==> src/rtl/psds_pkg.sv <==
// ----------------------------------------------------------------------------
// psds_pkg - shared types and constants for the parity split double stack
// Sizes of the shared store and levels, operation and status codes, the
// controller state type and the command and status bundles.
// ----------------------------------------------------------------------------
package psds_pkg;

    // store geometry
    localparam int DEPTH   = 16;
    localparam int ADDR_W  = $clog2(DEPTH);
    localparam int LVL_W   = $clog2(DEPTH + 1);
    localparam int WORD_W  = 32;
    localparam int COUNT_W = 5;

    // operation codes
    typedef logic [1:0] t_kind;
    localparam t_kind KIND_PUSH      = 2'd0;
    localparam t_kind KIND_POP_LOWER = 2'd1;
    localparam t_kind KIND_POP_UPPER = 2'd2;

    // status codes
    typedef logic [1:0] t_status;
    localparam t_status ST_OK    = 2'd0;
    localparam t_status ST_FULL  = 2'd1;
    localparam t_status ST_EMPTY = 2'd2;

    typedef logic [WORD_W-1:0] t_word;
    typedef logic [LVL_W-1:0]  t_level;
    typedef logic [ADDR_W-1:0] t_addr;

    // controller states
    typedef enum logic [1:0] {
        S_IDLE,
        S_FETCH,
        S_RESULT
    } t_state;

    // controller to datapath
    typedef struct packed {
        logic accept;   // take the input word, update levels and store
        logic fetch;    // reload a top cache from the store read data
        logic emit;     // load the output register
    } t_ctrl_cmd;

    // datapath to controller
    typedef struct packed {
        logic pop_go;   // offered word is a pop of a non-empty stack
    } t_ctrl_sts;

endpackage

==> src/rtl/psds_if.sv <==
// ----------------------------------------------------------------------------
// psds_in_if / psds_out_if - valid/ready channels of the double stack
// One interface for the operation words, one for the result words.
// ----------------------------------------------------------------------------
interface psds_in_if;
    logic                    valid;
    logic                    ready;
    logic [1:0]              kind;
    logic signed [31:0]      value;

    modport source (output valid, output kind, output value, input ready);
    modport sink   (input valid, input kind, input value, output ready);
endinterface

interface psds_out_if;
    logic                    valid;
    logic                    ready;
    logic signed [31:0]      popped_value;
    logic [1:0]              status;
    logic signed [31:0]      lower_top_value;
    logic                    lower_empty;
    logic signed [31:0]      upper_top_value;
    logic                    upper_empty;
    logic [4:0]              lower_count;
    logic [4:0]              upper_count;

    modport source (
        output valid, output popped_value, output status,
        output lower_top_value, output lower_empty,
        output upper_top_value, output upper_empty,
        output lower_count, output upper_count,
        input  ready
    );
    modport sink (
        input  valid, input popped_value, input status,
        input  lower_top_value, input lower_empty,
        input  upper_top_value, input upper_empty,
        input  lower_count, input upper_count,
        output ready
    );
endinterface

==> src/rtl/psds_ram.sv <==
// ----------------------------------------------------------------------------
// psds_ram - generic single-write, single-read RAM
// One write port, one read port with registered read data.
// ----------------------------------------------------------------------------
module psds_ram #(
    parameter int WIDTH = 32,
    parameter int DEPTH = 16
) (
    input  logic                     i_clk,
    input  logic                     i_we,
    input  logic [$clog2(DEPTH)-1:0] i_waddr,
    input  logic [WIDTH-1:0]         i_wdata,
    input  logic [$clog2(DEPTH)-1:0] i_raddr,
    output logic [WIDTH-1:0]         o_rdata
);
    logic [WIDTH-1:0] r_mem [DEPTH];
    logic [WIDTH-1:0] r_rdata;

    // write port
    always_ff @(posedge i_clk) begin
        if (i_we) begin
            r_mem[i_waddr] <= i_wdata;
        end
    end

    // registered read port
    always_ff @(posedge i_clk) begin
        r_rdata <= r_mem[i_raddr];
    end

    assign o_rdata = r_rdata;
endmodule

==> src/rtl/psds_ctrl.sv <==
// ----------------------------------------------------------------------------
// psds_ctrl - sequencer for the double stack
// Takes one word at a time, waits for the store read after a pop of a
// non-empty stack and hands the result to the output register when it is free.
// ----------------------------------------------------------------------------
module psds_ctrl (
    input  logic                i_clk,
    input  logic                i_rst_n,
    input  logic                i_in_valid,
    output logic                o_in_ready,
    output logic                o_out_valid,
    input  logic                i_out_ready,
    input  psds_pkg::t_ctrl_sts i_sts,
    output psds_pkg::t_ctrl_cmd o_cmd
);
    import psds_pkg::*;

    t_state r_state;
    t_state n_state;
    logic   r_out_valid;
    logic   n_out_valid;
    logic   slot_free;

    assign slot_free = !r_out_valid || i_out_ready;

    // next state
    always_comb begin
        n_state = r_state;
        case (r_state)
            S_IDLE: begin
                if (i_in_valid) begin
                    n_state = i_sts.pop_go ? S_FETCH : S_RESULT;
                end
            end
            S_FETCH: begin
                n_state = S_RESULT;
            end
            S_RESULT: begin
                if (slot_free) begin
                    n_state = S_IDLE;
                end
            end
            default: begin
                n_state = S_IDLE;
            end
        endcase
    end

    // outputs and commands
    always_comb begin
        o_in_ready   = 1'b0;
        o_cmd.accept = 1'b0;
        o_cmd.fetch  = 1'b0;
        o_cmd.emit   = 1'b0;
        case (r_state)
            S_IDLE: begin
                o_in_ready   = 1'b1;
                o_cmd.accept = i_in_valid;
            end
            S_FETCH: begin
                o_cmd.fetch = 1'b1;
            end
            S_RESULT: begin
                o_cmd.emit = slot_free;
            end
            default: begin
                o_in_ready = 1'b0;
            end
        endcase
    end

    // output word valid flag
    always_comb begin
        if (o_cmd.emit) begin
            n_out_valid = 1'b1;
        end else if (i_out_ready) begin
            n_out_valid = 1'b0;
        end else begin
            n_out_valid = r_out_valid;
        end
    end

    always_ff @(posedge i_clk) begin
        if (!i_rst_n) begin
            r_state     <= S_IDLE;
            r_out_valid <= 1'b0;
        end else begin
            r_state     <= n_state;
            r_out_valid <= n_out_valid;
        end
    end

    assign o_out_valid = r_out_valid;

    // a stalled result word is never dropped
    a_hold_stalled: assert property (@(posedge i_clk) disable iff (!i_rst_n)
        r_out_valid && !i_out_ready |=> r_out_valid)
        else $error("result word lost under stall");

    // a successful pop always passes through the fetch state
    a_pop_fetch: assert property (@(posedge i_clk) disable iff (!i_rst_n)
        o_cmd.accept && i_sts.pop_go |=> r_state == S_FETCH)
        else $error("pop accepted without store fetch");
endmodule

==> src/rtl/psds_dp.sv <==
// ----------------------------------------------------------------------------
// psds_dp - datapath of the double stack
// Levels, cached top words, the shared store and the output register.
// ----------------------------------------------------------------------------
module psds_dp (
    input  logic                       i_clk,
    input  logic                       i_rst_n,
    input  psds_pkg::t_kind            i_kind,
    input  psds_pkg::t_word            i_value,
    input  psds_pkg::t_ctrl_cmd        i_cmd,
    output psds_pkg::t_ctrl_sts        o_sts,
    output psds_pkg::t_word            o_popped_value,
    output psds_pkg::t_status          o_status,
    output psds_pkg::t_word            o_lower_top_value,
    output logic                       o_lower_empty,
    output psds_pkg::t_word            o_upper_top_value,
    output logic                       o_upper_empty,
    output logic [psds_pkg::COUNT_W-1:0] o_lower_count,
    output logic [psds_pkg::COUNT_W-1:0] o_upper_count
);
    import psds_pkg::*;

    t_level  r_lower_level;
    t_level  r_upper_level;
    t_word   r_lower_top;
    t_word   r_upper_top;
    t_word   r_popped;
    t_status r_status;
    logic    r_fix_lower;

    t_word   r_out_popped;
    t_status r_out_status;
    t_word   r_out_lower_top;
    logic    r_out_lower_empty;
    t_word   r_out_upper_top;
    logic    r_out_upper_empty;
    logic [COUNT_W-1:0] r_out_lower_count;
    logic [COUNT_W-1:0] r_out_upper_count;

    logic    full;
    logic    lower_empty;
    logic    upper_empty;
    logic    push_ok;
    logic    we;
    t_addr   waddr;
    t_addr   raddr;
    t_word   rdata;
    logic [LVL_W:0] used;

    assign used        = {1'b0, r_lower_level} + {1'b0, r_upper_level};
    assign full        = used >= (LVL_W + 1)'(DEPTH);
    assign lower_empty = r_lower_level == '0;
    assign upper_empty = r_upper_level == '0;
    assign push_ok     = i_kind == KIND_PUSH && !full;

    assign o_sts.pop_go = (i_kind == KIND_POP_LOWER && !lower_empty) ||
                          (i_kind == KIND_POP_UPPER && !upper_empty);

    // store ports: even words at the lower level, odd ones just below the upper
    assign we    = i_cmd.accept && push_ok;
    assign waddr = i_value[0] ? ADDR_W'(t_level'(DEPTH - 1) - r_upper_level)
                              : ADDR_W'(r_lower_level);
    // new top after a pop: lower at level-2, upper at DEPTH-level+1
    assign raddr = (i_kind == KIND_POP_LOWER)
                 ? ADDR_W'(r_lower_level - t_level'(2))
                 : ADDR_W'(t_level'(DEPTH + 1) - r_upper_level);

    psds_ram #(
        .WIDTH (WORD_W),
        .DEPTH (DEPTH)
    ) u_store (
        .i_clk   (i_clk),
        .i_we    (we),
        .i_waddr (waddr),
        .i_wdata (i_value),
        .i_raddr (raddr),
        .o_rdata (rdata)
    );

    // levels
    always_ff @(posedge i_clk) begin
        if (!i_rst_n) begin
            r_lower_level <= '0;
            r_upper_level <= '0;
        end else if (i_cmd.accept) begin
            case (i_kind)
                KIND_PUSH: begin
                    if (!full) begin
                        if (i_value[0]) begin
                            r_upper_level <= r_upper_level + t_level'(1);
                        end else begin
                            r_lower_level <= r_lower_level + t_level'(1);
                        end
                    end
                end
                KIND_POP_LOWER: begin
                    if (!lower_empty) begin
                        r_lower_level <= r_lower_level - t_level'(1);
                    end
                end
                KIND_POP_UPPER: begin
                    if (!upper_empty) begin
                        r_upper_level <= r_upper_level - t_level'(1);
                    end
                end
                default: begin
                    r_lower_level <= r_lower_level;
                end
            endcase
        end
    end

    // top caches, popped word and step status
    always_ff @(posedge i_clk) begin
        if (i_cmd.accept) begin
            r_popped    <= '0;
            r_status    <= ST_OK;
            r_fix_lower <= i_kind == KIND_POP_LOWER;
            case (i_kind)
                KIND_PUSH: begin
                    if (full) begin
                        r_status <= ST_FULL;
                    end else if (i_value[0]) begin
                        r_upper_top <= i_value;
                    end else begin
                        r_lower_top <= i_value;
                    end
                end
                KIND_POP_LOWER: begin
                    if (lower_empty) begin
                        r_status <= ST_EMPTY;
                    end else begin
                        r_popped <= r_lower_top;
                    end
                end
                KIND_POP_UPPER: begin
                    if (upper_empty) begin
                        r_status <= ST_EMPTY;
                    end else begin
                        r_popped <= r_upper_top;
                    end
                end
                default: begin
                    r_status <= ST_OK;
                end
            endcase
        end else if (i_cmd.fetch) begin
            if (r_fix_lower) begin
                r_lower_top <= rdata;
            end else begin
                r_upper_top <= rdata;
            end
        end
    end

    // output register; an empty stack shows a zero top
    always_ff @(posedge i_clk) begin
        if (i_cmd.emit) begin
            r_out_popped      <= r_popped;
            r_out_status      <= r_status;
            r_out_lower_top   <= lower_empty ? '0 : r_lower_top;
            r_out_lower_empty <= lower_empty;
            r_out_upper_top   <= upper_empty ? '0 : r_upper_top;
            r_out_upper_empty <= upper_empty;
            r_out_lower_count <= COUNT_W'(r_lower_level);
            r_out_upper_count <= COUNT_W'(r_upper_level);
        end
    end

    assign o_popped_value    = r_out_popped;
    assign o_status          = r_out_status;
    assign o_lower_top_value = r_out_lower_top;
    assign o_lower_empty     = r_out_lower_empty;
    assign o_upper_top_value = r_out_upper_top;
    assign o_upper_empty     = r_out_upper_empty;
    assign o_lower_count     = r_out_lower_count;
    assign o_upper_count     = r_out_upper_count;

    // the two stacks never overlap
    a_no_overlap: assert property (@(posedge i_clk) disable iff (!i_rst_n)
        used <= (LVL_W + 1)'(DEPTH))
        else $error("stacks overlap");

    // a refused push leaves both levels as they were
    a_full_keeps: assert property (@(posedge i_clk) disable iff (!i_rst_n)
        i_cmd.accept && i_kind == KIND_PUSH && full |=>
            $stable(r_lower_level) && $stable(r_upper_level) && r_status == ST_FULL)
        else $error("refused push changed a level");

    // a pop of an empty stack reports empty and pops nothing
    a_empty_pop: assert property (@(posedge i_clk) disable iff (!i_rst_n)
        i_cmd.accept && ((i_kind == KIND_POP_LOWER && lower_empty) ||
                         (i_kind == KIND_POP_UPPER && upper_empty)) |=>
            r_status == ST_EMPTY && r_popped == '0)
        else $error("empty pop misreported");
endmodule

==> src/rtl/parity_split_double_stack_core.sv <==
// ----------------------------------------------------------------------------
// parity_split_double_stack_core - two stacks in one shared store
// Usage:
//   i_cmd carries operation words (kind, value) on a valid/ready channel;
//   kind 0 pushes value (even words to the lower stack, odd words to the
//   upper stack), kind 1 pops the lower stack, kind 2 pops the upper stack.
//   o_res carries one result word per operation: popped value, status
//   (ok, full, empty) and both tops, empty flags and counts after the step.
// Flow:
//   The block takes one operation at a time. A push, a refused or empty
//   pop and the unused kind go from acceptance straight to the result
//   state; a successful pop passes first through a fetch state, the
//   registered read of the shared store that fetches the new top.
//   A new operation is taken only once the last result is in the output register.
// Reset:
//   Synchronous, active low; both stacks are emptied at once. The store
//   itself is not cleared: words outside a stack never reach the result.
// Stall:
//   The result sits in an output register until taken; the block finishes
//   the next operation meanwhile and then waits for that register to free.
// ----------------------------------------------------------------------------
module parity_split_double_stack_core (
    input  logic             i_clk,
    input  logic             i_rst_n,
    psds_in_if.sink          i_cmd,
    psds_out_if.source       o_res
);
    import psds_pkg::*;

    t_ctrl_cmd ctrl_cmd;
    t_ctrl_sts ctrl_sts;
    logic      in_ready;
    logic      out_valid;

    psds_ctrl u_ctrl (
        .i_clk       (i_clk),
        .i_rst_n     (i_rst_n),
        .i_in_valid  (i_cmd.valid),
        .o_in_ready  (in_ready),
        .o_out_valid (out_valid),
        .i_out_ready (o_res.ready),
        .i_sts       (ctrl_sts),
        .o_cmd       (ctrl_cmd)
    );

    psds_dp u_dp (
        .i_clk             (i_clk),
        .i_rst_n           (i_rst_n),
        .i_kind            (i_cmd.kind),
        .i_value           (i_cmd.value),
        .i_cmd             (ctrl_cmd),
        .o_sts             (ctrl_sts),
        .o_popped_value    (o_res.popped_value),
        .o_status          (o_res.status),
        .o_lower_top_value (o_res.lower_top_value),
        .o_lower_empty     (o_res.lower_empty),
        .o_upper_top_value (o_res.upper_top_value),
        .o_upper_empty     (o_res.upper_empty),
        .o_lower_count     (o_res.lower_count),
        .o_upper_count     (o_res.upper_count)
    );

    assign i_cmd.ready = in_ready;
    assign o_res.valid = out_valid;
endmodule

==> src/flat_wrapper.sv <==
// flat-port wrapper written by rule: the top's interface ports become plain ports
module parity_split_double_stack_core_flat import psds_pkg::*;
  (i_clk, i_rst_n, i_cmd_valid, i_cmd_kind, i_cmd_value, i_cmd_ready, o_res_valid, o_res_popped_value, o_res_status, o_res_lower_top_value, o_res_lower_empty, o_res_upper_top_value, o_res_upper_empty, o_res_lower_count, o_res_upper_count, o_res_ready);
  psds_in_if i_cmd_i ();
  psds_out_if o_res_i ();
  input  logic i_clk;
  input  logic i_rst_n;
  input wire logic [$bits(i_cmd_i.valid)-1:0] i_cmd_valid;
  input wire logic [$bits(i_cmd_i.kind)-1:0] i_cmd_kind;
  input wire logic [$bits(i_cmd_i.value)-1:0] i_cmd_value;
  output wire logic [$bits(i_cmd_i.ready)-1:0] i_cmd_ready;
  output wire logic [$bits(o_res_i.valid)-1:0] o_res_valid;
  output wire logic [$bits(o_res_i.popped_value)-1:0] o_res_popped_value;
  output wire logic [$bits(o_res_i.status)-1:0] o_res_status;
  output wire logic [$bits(o_res_i.lower_top_value)-1:0] o_res_lower_top_value;
  output wire logic [$bits(o_res_i.lower_empty)-1:0] o_res_lower_empty;
  output wire logic [$bits(o_res_i.upper_top_value)-1:0] o_res_upper_top_value;
  output wire logic [$bits(o_res_i.upper_empty)-1:0] o_res_upper_empty;
  output wire logic [$bits(o_res_i.lower_count)-1:0] o_res_lower_count;
  output wire logic [$bits(o_res_i.upper_count)-1:0] o_res_upper_count;
  input wire logic [$bits(o_res_i.ready)-1:0] o_res_ready;
  assign i_cmd_i.valid = i_cmd_valid;
  assign i_cmd_i.kind = i_cmd_kind;
  assign i_cmd_i.value = i_cmd_value;
  assign i_cmd_ready = i_cmd_i.ready;
  assign o_res_valid = o_res_i.valid;
  assign o_res_popped_value = o_res_i.popped_value;
  assign o_res_status = o_res_i.status;
  assign o_res_lower_top_value = o_res_i.lower_top_value;
  assign o_res_lower_empty = o_res_i.lower_empty;
  assign o_res_upper_top_value = o_res_i.upper_top_value;
  assign o_res_upper_empty = o_res_i.upper_empty;
  assign o_res_lower_count = o_res_i.lower_count;
  assign o_res_upper_count = o_res_i.upper_count;
  assign o_res_i.ready = o_res_ready;
  parity_split_double_stack_core u_core (.i_clk(i_clk), .i_rst_n(i_rst_n), .i_cmd(i_cmd_i), .o_res(o_res_i));
endmodule
==> config.mk <==
export PLATFORM = sky130hd
export DESIGN_NAME = parity_split_double_stack_core_flat
export DESIGN_NICKNAME = d
export VERILOG_FILES = /design/src/rtl/psds_pkg.sv /design/src/rtl/psds_if.sv /design/src/rtl/psds_ram.sv /design/src/rtl/psds_ctrl.sv /design/src/rtl/psds_dp.sv /design/src/rtl/parity_split_double_stack_core.sv /design/src/flat_wrapper.sv
export SDC_FILE = /design/constraint.sdc
export NUM_CORES = 1
export LEC_CHECK = 0
export BUFFER_PORTS_ARGS = -buffer_cell sky130_fd_sc_hd__buf_4
export CAP_MARGIN = 20
export CORE_UTILIZATION = 49
export DETAILED_ROUTE_END_ITERATION = 10
export GPL_TIMING_DRIVEN = 1
export PLACE_DENSITY_LB_ADDON = 0.15
export SYNTH_ARGS = -nofsm -noshare
export SYNTH_HDL_FRONTEND = slang
export SYNTH_SLANG_ARGS = --single-unit
==> constraint.sdc <==
create_clock -name i_clk -period 5.9 [get_ports i_clk]
set_input_delay 0.295 -clock i_clk [delete_from_list [all_inputs] [get_ports i_clk]]
set_output_delay 0.295 -clock i_clk [all_outputs]
set_load 0.01 [all_outputs]
* Word level (Yosys, flattened, before mapping)
Memory sizes are Yosys's and may differ from the RTL's. A register that Yosys moved wholly into a read port is not among the register bits. Index checks and enable logic that the tools add are counted.
Storage, ports and cells: register bits after elaboration 222, memory bits (writable) 512, output and inout port bits 112, word-level logic and storage cells 108, memories kept 1
Operators by class: add/subtract/negate cells 8, magnitude comparators 1, eq/ne operators 16, mux-type cells 41, reductions and logical operators 24
Memories:
- u_core.u_dp.u_store.r_mem | words 16, bits a word 32, rd ports 1, clocked after memory_dff 1, wr ports 1, line psds_ram.sv:16 | logic [WIDTH-1:0] r_mem [DEPTH];
Operators by type and width (count):
- $mux W32 | 14
- $pmux W32 S2 | 1
- $mux W5 | 6
- $ne A2 B2 Y1 const B | 11
- $pmux W5 S2 | 2
- $reduce_and A5 Y1 | 4
- $pmux W2 S3 | 2
- $add A5 B1 Y5 const B | 2
- $logic_not A5 Y1 | 2
- $mux W2 | 5
- $reduce_bool A2 Y1 | 5
- $sub A5 B1 Y5 const B | 2
- $mux W1 | 9
- $mux W4 | 2
- $add A5 B5 Y6 | 1
- $ge A6 B5 Y1 const B | 1
- $eq A2 B1 Y1 const B | 2
- $eq A2 B2 Y1 const B | 2
- $logic_and A1 B1 Y1 | 4
- $logic_not A1 Y1 | 4
- $logic_not A2 Y1 | 2
- $sub A1 B4 Y4 const A | 1
- $sub A4 B2 Y4 const B | 1
- $sub A4 B4 Y4 const A | 1
- other kinds (3) | 4

* Logic depth before layout (Yosys ltp)
Gate-level depths: netlist (run 1).
word-level depth 7, depth in mapped cells 10, gate-level depth less buffers 10

* Cells and area by module
From an unflattened synthesis (run 1), not the netlist that was laid out.
Second synthesis, totals: cells, all modules 1375, area, all modules 28653.7 µm²
Modules (own cells, without submodules):
- psds_ram | instances 1, cells an instance 838, area an instance 19835.3 µm², sequential area each 16015.4 µm²
- psds_dp | instances 1, cells an instance 521, area an instance 8668.3 µm², sequential area each 6476.2 µm²
- psds_ctrl | instances 1, cells an instance 16, area an instance 150.1 µm², sequential area each 60.1 µm²

* Worst setup path before layout (run 1)
No wires, ideal clock.
kind register -> register, start point reg u_core.u_ctrl.r_state[0], end point reg u_core.u_dp.r_out_lower_count[0], in the netlist u_core.u_dp.o_lower_count[0] (enable), setup time 0.593 ns, arrival 5.356 ns, slack -0.049 ns, stages on the path, launching flop included 3, clock period less this slack 5.949 ns, path through dfxtp_1 -> nand2b_1 -> nor2b_1
RTL lines:
- from (decl) | line psds_ctrl.sv:18 | t_state r_state;
- from (signal assigned) | line psds_ctrl.sv:88 | r_state <= n_state;
- to (signal assigned) | line psds_dp.sv:165 | r_out_lower_count <= COUNT_W'(r_lower_level);
- to (decl) | line psds_dp.sv:37 | logic [COUNT_W-1:0] r_out_lower_count;

* Worst setup path after layout (run 1)
start point reg u_core.u_dp.r_lower_level[1], end point mem u_core.u_dp.u_store.r_mem[11][29] (enable)
On the way: longest elaborated chain between the ends 7, elaborated cells between the ends (all ways) 8, those cells by class 1 x add/sub; 1 x order compare; 3 x mux; 3 x reduce/logical
Ends and longest elaborated chain:
- from (decl) | line psds_dp.sv:23 | t_level r_lower_level;
- from (signal assigned) | line psds_dp.sv:92 | r_lower_level <= r_lower_level + t_level'(1);
- from (signal assigned) | line psds_dp.sv:98 | r_lower_level <= r_lower_level - t_level'(1);
- from (signal assigned) | line psds_dp.sv:107 | r_lower_level <= r_lower_level;
- $add A5 B5 Y6 | line psds_dp.sv:50 | assign used = {1'b0, r_lower_level} + {1'b0, r_upper_level};
- $ge A6 B5 Y1 | line psds_dp.sv:51 | assign full = used >= (LVL_W + 1)'(DEPTH);
- $logic_not A1 Y1
- $logic_and A1 B1 Y1 | line psds_dp.sv:54 | assign push_ok = i_kind == KIND_PUSH && !full;
- $logic_and A1 B1 Y1 | line psds_dp.sv:60 | assign we = i_cmd.accept && push_ok;
- $mux W1 | line psds_ram.sv:21 | if (i_we) begin
- $mux W1 (implied by the code) | line psds_ram.sv:22 | r_mem[i_waddr] <= i_wdata;
- to (decl) | line psds_ram.sv:16
Several ways; a longest one is shown, not always the timed one.

==> flow_metrics.py, run 1 <==
metrics = {
    "outcome": {
        "status": "completed",
    },
    "logic_synthesis": {
        "syn_avg_cell_area_sq_um": 20.69,
        "syn_area_sq_um": 28630,
        "synthCells": 1384,
        "synth-seq-cells": 766,
        "synth-seq-area-share_pct": 78.77,
        "yosys.area.top_type": "edfxtp_1",
        "yosys_warnings": 0,
        "synth_fp_nets": 1440,
        "synthTopCellsByArea": "edfxtp_1 76%, mux4_2 10%, dfxtp_1 3.1%",
        "synth.distinct_cells": 44,
        "netlist.area_leader.share_pct": 75.63,
    },
    "power": {
        "vdd_drop_max_v": 0.0002146,
        "leakage_nw": 11.03,
        "power_mw": 11.79,
        "power.density_nw_per_um2": 352.8,
    },
    "clocking": {
        "cts_buffer_depth": 3,
        "insertion_delay_ns": 0.60,
        "cts_tree": "built",
        "ctsHtreeMaxLevel": 3,
        "cts_buffers": 76,
        "clock-sinks": 766,
        "post_cts.repair.setup_buffers": 0,
        "cts_root_buffer": "clkbuf_16",
        "clk_pin_slew_ns": 0.06,
    },
    "route": {
        "vias": 13570,
        "wl_per_cell_um": 24.46,
        "drt_wl_total_mm": 59.28,
        "drc": 0,
        "drt-initial-drc-count": 1123,
        "routed_via_density": 5.602,
        "drt-pass1-iter-count": 5,
        "drtAntennaViolNets": 0,
    },
    "placement": {
        "port_buffers": 149,
        "routabilityCongestion": 0.7548,
        "dpl.cell_count": 2260,
        "hpwl_mm": 32.13,
    },
    "timing": {
        "hold_viol": 0,
        "finalCritPeriodShare_pct": 58.32,
        "slew_viol_final": 0,
        "rsz0062_at_grt": "no",
        "fin_skew_ns": 0.01723,
        "worst_pin_slew_ns": 1.172,
        "setup_violations": 0,
        "fin_tns_setup_ns": 0,
        "relSlewSlack_pct": 21.77,
        "period_needed_ns": 3.441,
        "fmaxAchievable_ghz": 0.2906,
    },
    "hold_path": {
        "holdPathEnd": "u_core.u_dp.u_store.r_mem[0][13]",
        "hp-class": "primary input to flip-flop",
        "worstHoldPathCells": 1,
        "holdCritStartpoint": "i_cmd_value[13]",
    },
    "critical_path": {
        "crit_required_ns": 6.16,
        "r2r_cells": 8,
        "critical_path.cell_chain": "ha_1 -> nand4_1 -> a21boi_0 -> and4bb_2 -> o21ai_0 -> buf_4 -> nor2_4 -> buf_4",
        "crit_path_max_fanout": 17,
        "cp_common_cell": "buf_4",
        "cp_top_family": "simple AND/OR/NAND/NOR gates",
        "rr_startpoint": "u_core.u_dp.r_lower_level[1]",
        "r2r_slack_ns": 2.46,
        "r2r_end": "u_core.u_dp.u_store.r_mem[11][29]",
        "cp-start-kind": "flip-flop",
        "end_kind": "flip-flop",
        "critPathArrivalTime_ns": 3.71,
        "worst-path-buf-inv": 2,
        "slowest_stage": "nor2_4",
        "slowest_delay_ns": 0.68,
        "crit_type": "flip-flop to flip-flop",
    },
    "global_route": {
        "groute.usage.overall_pct": 20.35,
        "antenna_found_initial": 2,
        "grt_pass1_wl_mm": 89.02,
        "overflow": 0,
        "grt_max_degree": 129,
        "first_global_vias": 14010,
    },
    "final_layout": {
        "drive_gt1_share_pct": 28.65,
        "multiInputGateArea_sq_um": 5877,
        "seqCellArea_sq_um": 22550,
        "final_nets": 1659,
        "nFillCells": 4289,
        "final_cell_mix": "721 x edfxtp_1, 178 x buf_4, 128 x mux4_2",
        "final_cells": 2423,
        "final_common_cell": "edfxtp_1",
        "antenna_cells": 0,
        "area_growth_syn_to_layout_pct": 16.70,
    },
    "floorplan": {
        "coreArea_sq_um": 57700,
        "start_util_pct": 49.62,
        "die-area_sq_um": 59400,
        "rows": 88,
        "fp.dieW_um": 243.7,
        "die_y_um": 243.7,
        "io_pins": 150,
    },
    "run": {
        "cap_violations": 0,
    },
}
synthesized netlist by cell type (all sizes together):
cell type    n
a21boi       4
a21o         4
a21oi       12
a22oi       97
a31oi        5
and2        39
and3         3
and4bb       1
buf         26
clkbuf      43
dfxtp       45
edfxtp     721
fa           2
ha          16
inv         16
mux2        32
mux2i        7
mux4       128
nand2       43
nand2b       3
nand3        2
nand4        1
nor2        27
nor2b       67
nor3         8
nor3b        2
nor4         1
o211a        1
o21a         2
o21ai       10
o22ai        1
or2          2
or3          2
or4          1
xnor2        8
xor2         2
layer usage:
| layer | wire (um) | vias up | track usage (%) |
|---|---|---|---|
| met5 | 23 | - | 0 |
| met1 | 26360 | 7092 | 29.12 |
| met2 | 28700 | 363 | 32.26 |
| li1 | - | 6031 | - |
| met4 | 1326 | 4 | 6.581 |
| met3 | 2864 | 83 | 3.184 |
worst register-to-register path: stages, from the launching register on:
cell and delay (ns):
dfxtp_1 0.60, ha_1 0.32, nand4_1 0.08, a21boi_0 0.16, and4bb_2 0.39, o21ai_0 0.19, buf_4 0.23, nor2_4 0.68
buf_4 0.45
where the power goes:
group	internal [mW]	switching, mW	total, mW
registers	6.19	0.0585	6.25
clock network	2.55	1.91	4.46
logic	0.450	0.625	1.08
total	9.19	2.60	11.8
how the worst max path moves through the flow:
stage	start	endpoint	slack [ns]	depth (start not counted)
final	u_core.u_dp.r_lower_level[1]	u_core.u_dp.u_store.r_mem[11][29]	2.46	8
after floorplan	u_core.u_ctrl.r_state[1]	u_core.u_dp.r_upper_top[0]	1.40	7
after detailed placement	i_cmd_kind[1]	u_core.u_dp.u_store.o_rdata[14]	2.19	9
after global placement	i_cmd_kind[1]	u_core.u_dp.u_store.o_rdata[14]	2.18	9
after CTS	u_core.u_dp.r_lower_level[1]	u_core.u_dp.u_store.r_mem[4][24]	2.33	7
after global routing	u_core.u_dp.r_lower_level[1]	u_core.u_dp.u_store.r_mem[11][1]	2.25	8
kinds of logic (layout without fill, tap and decap cells):
family | count (synthesis) | after routing | synth area share [%]
AO/OA/AOI/OAI | 136 | 136 | 3.370
flip-flops | 766 | 766 | 78.77
multiplexers | 167 | 167 | 11.57
adder cells (fa/ha/maj) | 18 | 18 | 0.8391
XOR/XNOR | 10 | 10 | 0.3060
buffers and inverters | 85 | 359 | 1.329
AND/OR/NAND/NOR | 202 | 202 | 3.811
through the flow:
stage	utilization, %	hold slack [ns]	area [sq um]	worst slack, ns
final	57.91	0.02784	33410	2.459
after global routing	57.91	0.02989	33410	2.247
after CTS	57.85	0.002503	33380	2.330
after detailed placement	53.42	0.4045	30820	2.193
after global placement	53.41	0.4017	30810	2.183
after floorplan	-	0.3939	28630	1.404
final cells by class:
type,instances,share of cell area (%)
Sequential cell,766,67.50
Inverter,16,0.1798
Timing Repair Buffer,210,5.056
Multi-Input combinational cell,533,17.59
Clock inverter,28,0.5805
Tap cell,765,2.865
Clock buffer,105,6.232
registers in the layout (all words and copies together), names as in the netlist, 32 cells and up:
signal and cells:
u_core.u_dp.u_store.r_mem 512, u_core.u_dp.o_lower_top_value 32, u_core.u_dp.o_popped_value 32, u_core.u_dp.o_upper_top_value 32
u_core.u_dp.r_lower_top 32, u_core.u_dp.r_popped 32, u_core.u_dp.r_upper_top 32, u_core.u_dp.u_store.o_rdata 32
timing repair:
action                                  in CTS  in global routing
hold buffers                                28                  0
gates resized for setup                      0                  0
endpoints found under the setup margin       0                  0
endpoints found under the hold margin      416                  0
No activity file was read; power rests on OpenSTA's default activity.
==> run 2: changes to the inputs <==
--- a/config.mk
+++ b/config.mk
@@ -5,6 +5,7 @@
 export SDC_FILE = /design/constraint.sdc
 export NUM_CORES = 1
 export LEC_CHECK = 0
+export ABC_AREA = 1
 export BUFFER_PORTS_ARGS = -buffer_cell sky130_fd_sc_hd__buf_4
 export CAP_MARGIN = 20
 export CORE_UTILIZATION = 49
==> constraint.sdc (replaced) <==
create_clock -name i_clk -period 2.99 [get_ports i_clk]
set_input_delay 0.1495 -clock i_clk [delete_from_list [all_inputs] [get_ports i_clk]]
set_output_delay 0.1495 -clock i_clk [all_outputs]
set_load 0.01 [all_outputs]
==> run 2 against run 1 <==
Net effect:
- flip-flop and latch count unchanged
- largest cell class unchanged
- total power is 110% higher
- critical path depth rose by 4
- cell count increased by 44%
- global-route usage up 2.8 points
- routed wire length rose by 21%
- synthesized cell count increased by 75%
- sequential power increased by 100%
- clock skew is 0.0073 ns higher
- area after synthesis up 5.3%
==> flow_metrics.py, run 2 <==
metrics = {
    "logic_synthesis": {
        "synthTopCellsByArea": "edfxtp_1 72%, nand2_1 4.9%, nor2_1 3.7%",
        "syn_avg_cell_area_sq_um": 12.43,
        "syn_area_sq_um": 30140,
        "synth_most_common_cell": "edfxtp_1",
        "synth.distinct_cells": 30,
        "yosys_warnings": 0,
        "netlist.area_leader.share_pct": 71.84,
        "yosys.area.top_type": "edfxtp_1",
        "synth-seq-area-share_pct": 74.83,
        "synth-seq-cells": 766,
        "synth_commonest_cells": "721 x edfxtp_1, 392 x nand2_1, 300 x nor2_1",
        "synth_fp_nets": 2481,
        "synthCells": 2425,
        "yosys_most_used_dff": "edfxtp_1",
        "synthArstFlopShare_pct": 0,
        "synth-edff-count": 721,
    },
    "route": {
        "drtAntennaViolNets": 0,
        "routed_via_density": 5.384,
        "drc": 0,
        "drt-initial-drc-count": 1839,
        "drt-met1-wl_mm": 33.60,
        "wl_per_cell_um": 20.54,
        "drt_wl_total_mm": 71.64,
        "top_layer_used": "met4",
        "vias": 18770,
        "dr_wl_met3_mm": 5.754,
        "drt-pass1-iter-count": 5,
        "dr_wl_met2_mm": 31.14,
    },
    "placement": {
        "port_buffers": 149,
        "dpl.cell_count": 3312,
        "routabilityCongestion": 0.9101,
        "hpwl_mm": 45.35,
    },
    "clocking": {
        "insertion_delay_ns": 0.63,
        "ctsHtreeMaxLevel": 3,
        "cts_tree": "built",
        "cts_buffer_depth": 3,
        "cts_buffers": 79,
        "cts_root_buffer": "clkbuf_16",
        "clock-sinks": 766,
        "cts_hold_buf": 36,
        "cts_resized": 0,
        "clk_pin_slew_ns": 0.06,
        "post_cts.repair.setup_buffers": 0,
    },
    "timing": {
        "setup_violations": 0,
        "fmaxAchievable_ghz": 0.3746,
        "finalCritPeriodShare_pct": 89.27,
        "worst_pin_slew_ns": 0.7208,
        "relSlewSlack_pct": 51.83,
        "slew_viol_final": 0,
        "period_needed_ns": 2.669,
        "fin_skew_ns": 0.02448,
        "hold_ws_ns": 0.06268,
        "rsz0062_at_grt": "no",
        "hold_viol": 0,
    },
    "final_layout": {
        "final_common_cell": "edfxtp_1",
        "final_cells": 3487,
        "antenna_cells": 0,
        "largest-register": "u_core.u_dp.u_store.r_mem",
        "area_growth_syn_to_layout_pct": 17.82,
        "final_cell_mix": "721 x edfxtp_1, 391 x nand2_1, 283 x nor2_1",
        "final_nets": 2703,
        "largest_reg_flops": 512,
        "drive_gt1_share_pct": 13.72,
    },
    "power": {
        "vdd_drop_max_v": 0.0004181,
        "leakage_nw": 13.45,
        "power.density_nw_per_um2": 702.6,
    },
    "critical_path": {
        "end_kind": "flip-flop",
        "crit_type": "flip-flop to flip-flop",
        "rr_startpoint": "u_core.u_dp.r_upper_level[1]",
        "crit_required_ns": 3.29,
        "critPathArrivalTime_ns": 2.97,
        "r2r_end": "u_core.u_dp.u_store.r_mem[8][31]",
        "crit_path_max_fanout": 17,
        "r2r_cells": 12,
        "r2r_slack_ns": 0.32,
        "cp-start-kind": "flip-flop",
    },
    "global_route": {
        "first_global_vias": 17850,
        "antenna_found_initial": 0,
        "overflow": 0,
        "grt_max_degree": 123,
        "groute.usage.overall_pct": 23.16,
        "grt_pass1_wl_mm": 109.6,
    },
    "floorplan": {
        "die_y_um": 250.0,
        "coreArea_sq_um": 60580,
        "rows": 90,
        "die-area_sq_um": 62510,
        "start_util_pct": 49.75,
        "io_pins": 150,
        "fp.dieW_um": 250.0,
    },
    "hold_path": {
        "worstHoldPathCells": 2,
        "holdPathEnd": "u_core.u_dp.u_store.r_mem[11][0]",
        "holdCritStartpoint": "i_cmd_value[0]",
        "hp-class": "primary input to flip-flop",
    },
    "outcome": {
        "status": "completed",
    },
    "run": {
        "cap_violations": 0,
    },
}
## run 2: cell count changes after synthesis, sizes merged, moves of 35 or more
cell and delta:
inv +215, o21ai +207, nand2 +351, and2 -39, a21oi +35, nor2b -67, nor2 +275, a22oi -97
buf +51, nand3 +212, o211ai +90, mux4 -128
## run 2: cell type report
class / count / area [sq um]
Fill cell: 4841 / 25070
Sequential cell: 766 / 22550
Multi-Input combinational cell: 1296 / 6248
Timing Repair Buffer: 272 / 2395
Clock buffer: 102 / 2085
Tap cell: 782 / 978.4
Inverter: 232 / 870.8
Clock inverter: 37 / 381.6
## run 2: cell families after synthesis
group,synth area share [%]
adders and majority gates,0.7971
AOI/OAI and AO/OA,6.742
DFF,74.83
buffers and inverters,5.061
xor gates and xnor gates,0.2325
and+or+nand+nor,12.34
## run 2: worst max-delay path by stage
stage                     slack, ns                               end                         start
after floorplan               -0.21  u_core.u_dp.u_store.r_mem[10][0]  u_core.u_dp.r_lower_level[1]
after global placement         0.38   u_core.u_dp.u_store.r_mem[8][0]  u_core.u_dp.r_upper_level[1]
after detailed placement       0.34  u_core.u_dp.u_store.r_mem[8][28]  u_core.u_dp.r_upper_level[1]
after CTS                      0.32  u_core.u_dp.u_store.r_mem[8][31]  u_core.u_dp.r_upper_level[1]
after global routing           0.16  u_core.u_dp.u_store.r_mem[8][31]  u_core.u_dp.r_upper_level[1]
final                          0.32  u_core.u_dp.u_store.r_mem[8][31]  u_core.u_dp.r_upper_level[1]
## run 2: critical path: stages (launching register included)
cell and delay [ns]:
dfxtp_1 0.48, ha_1 0.30, nand3_1 0.08, nand2_1 0.06, nand2_1 0.06, nand2_1 0.05, nand2_1 0.08, nand3_1 0.09
nor2_1 0.11, buf_4 0.17, nand3_1 0.35, nor2_4 0.22, buf_4 0.30
## run 2: metal layers
layer | vias to the layer above | track usage [%]
met5 | - | 0
met2 | 758 | 33.25
met3 | 77 | 4.141
li1 | 8886 | -
met1 | 9052 | 36.51
met4 | 0 | 5.504
## run 2: power by group
group          switching [mW]  internal [mW]
clock                    3.96           5.45
combinational            2.13          0.940
sequential              0.150           12.3
total                    6.24           18.7
## run 2: through the flow
step | TNS [ns] | power [mW] | area, sq um | util, % | worst slack (ns)
global route | 0 | 25.88 | 35510 | 58.61 | 0.1554
detailed placement | 0 | 15.72 | 32680 | 53.95 | 0.3419
floorplan | -106.49 | 14.41 | 30170 | - | -0.2090
CTS | 0 | 25.13 | 35510 | 58.61 | 0.3184
global placement | 0 | 15.67 | 32680 | 53.95 | 0.3763
finish | 0 | 24.95 | 35510 | 58.61 | 0.3208
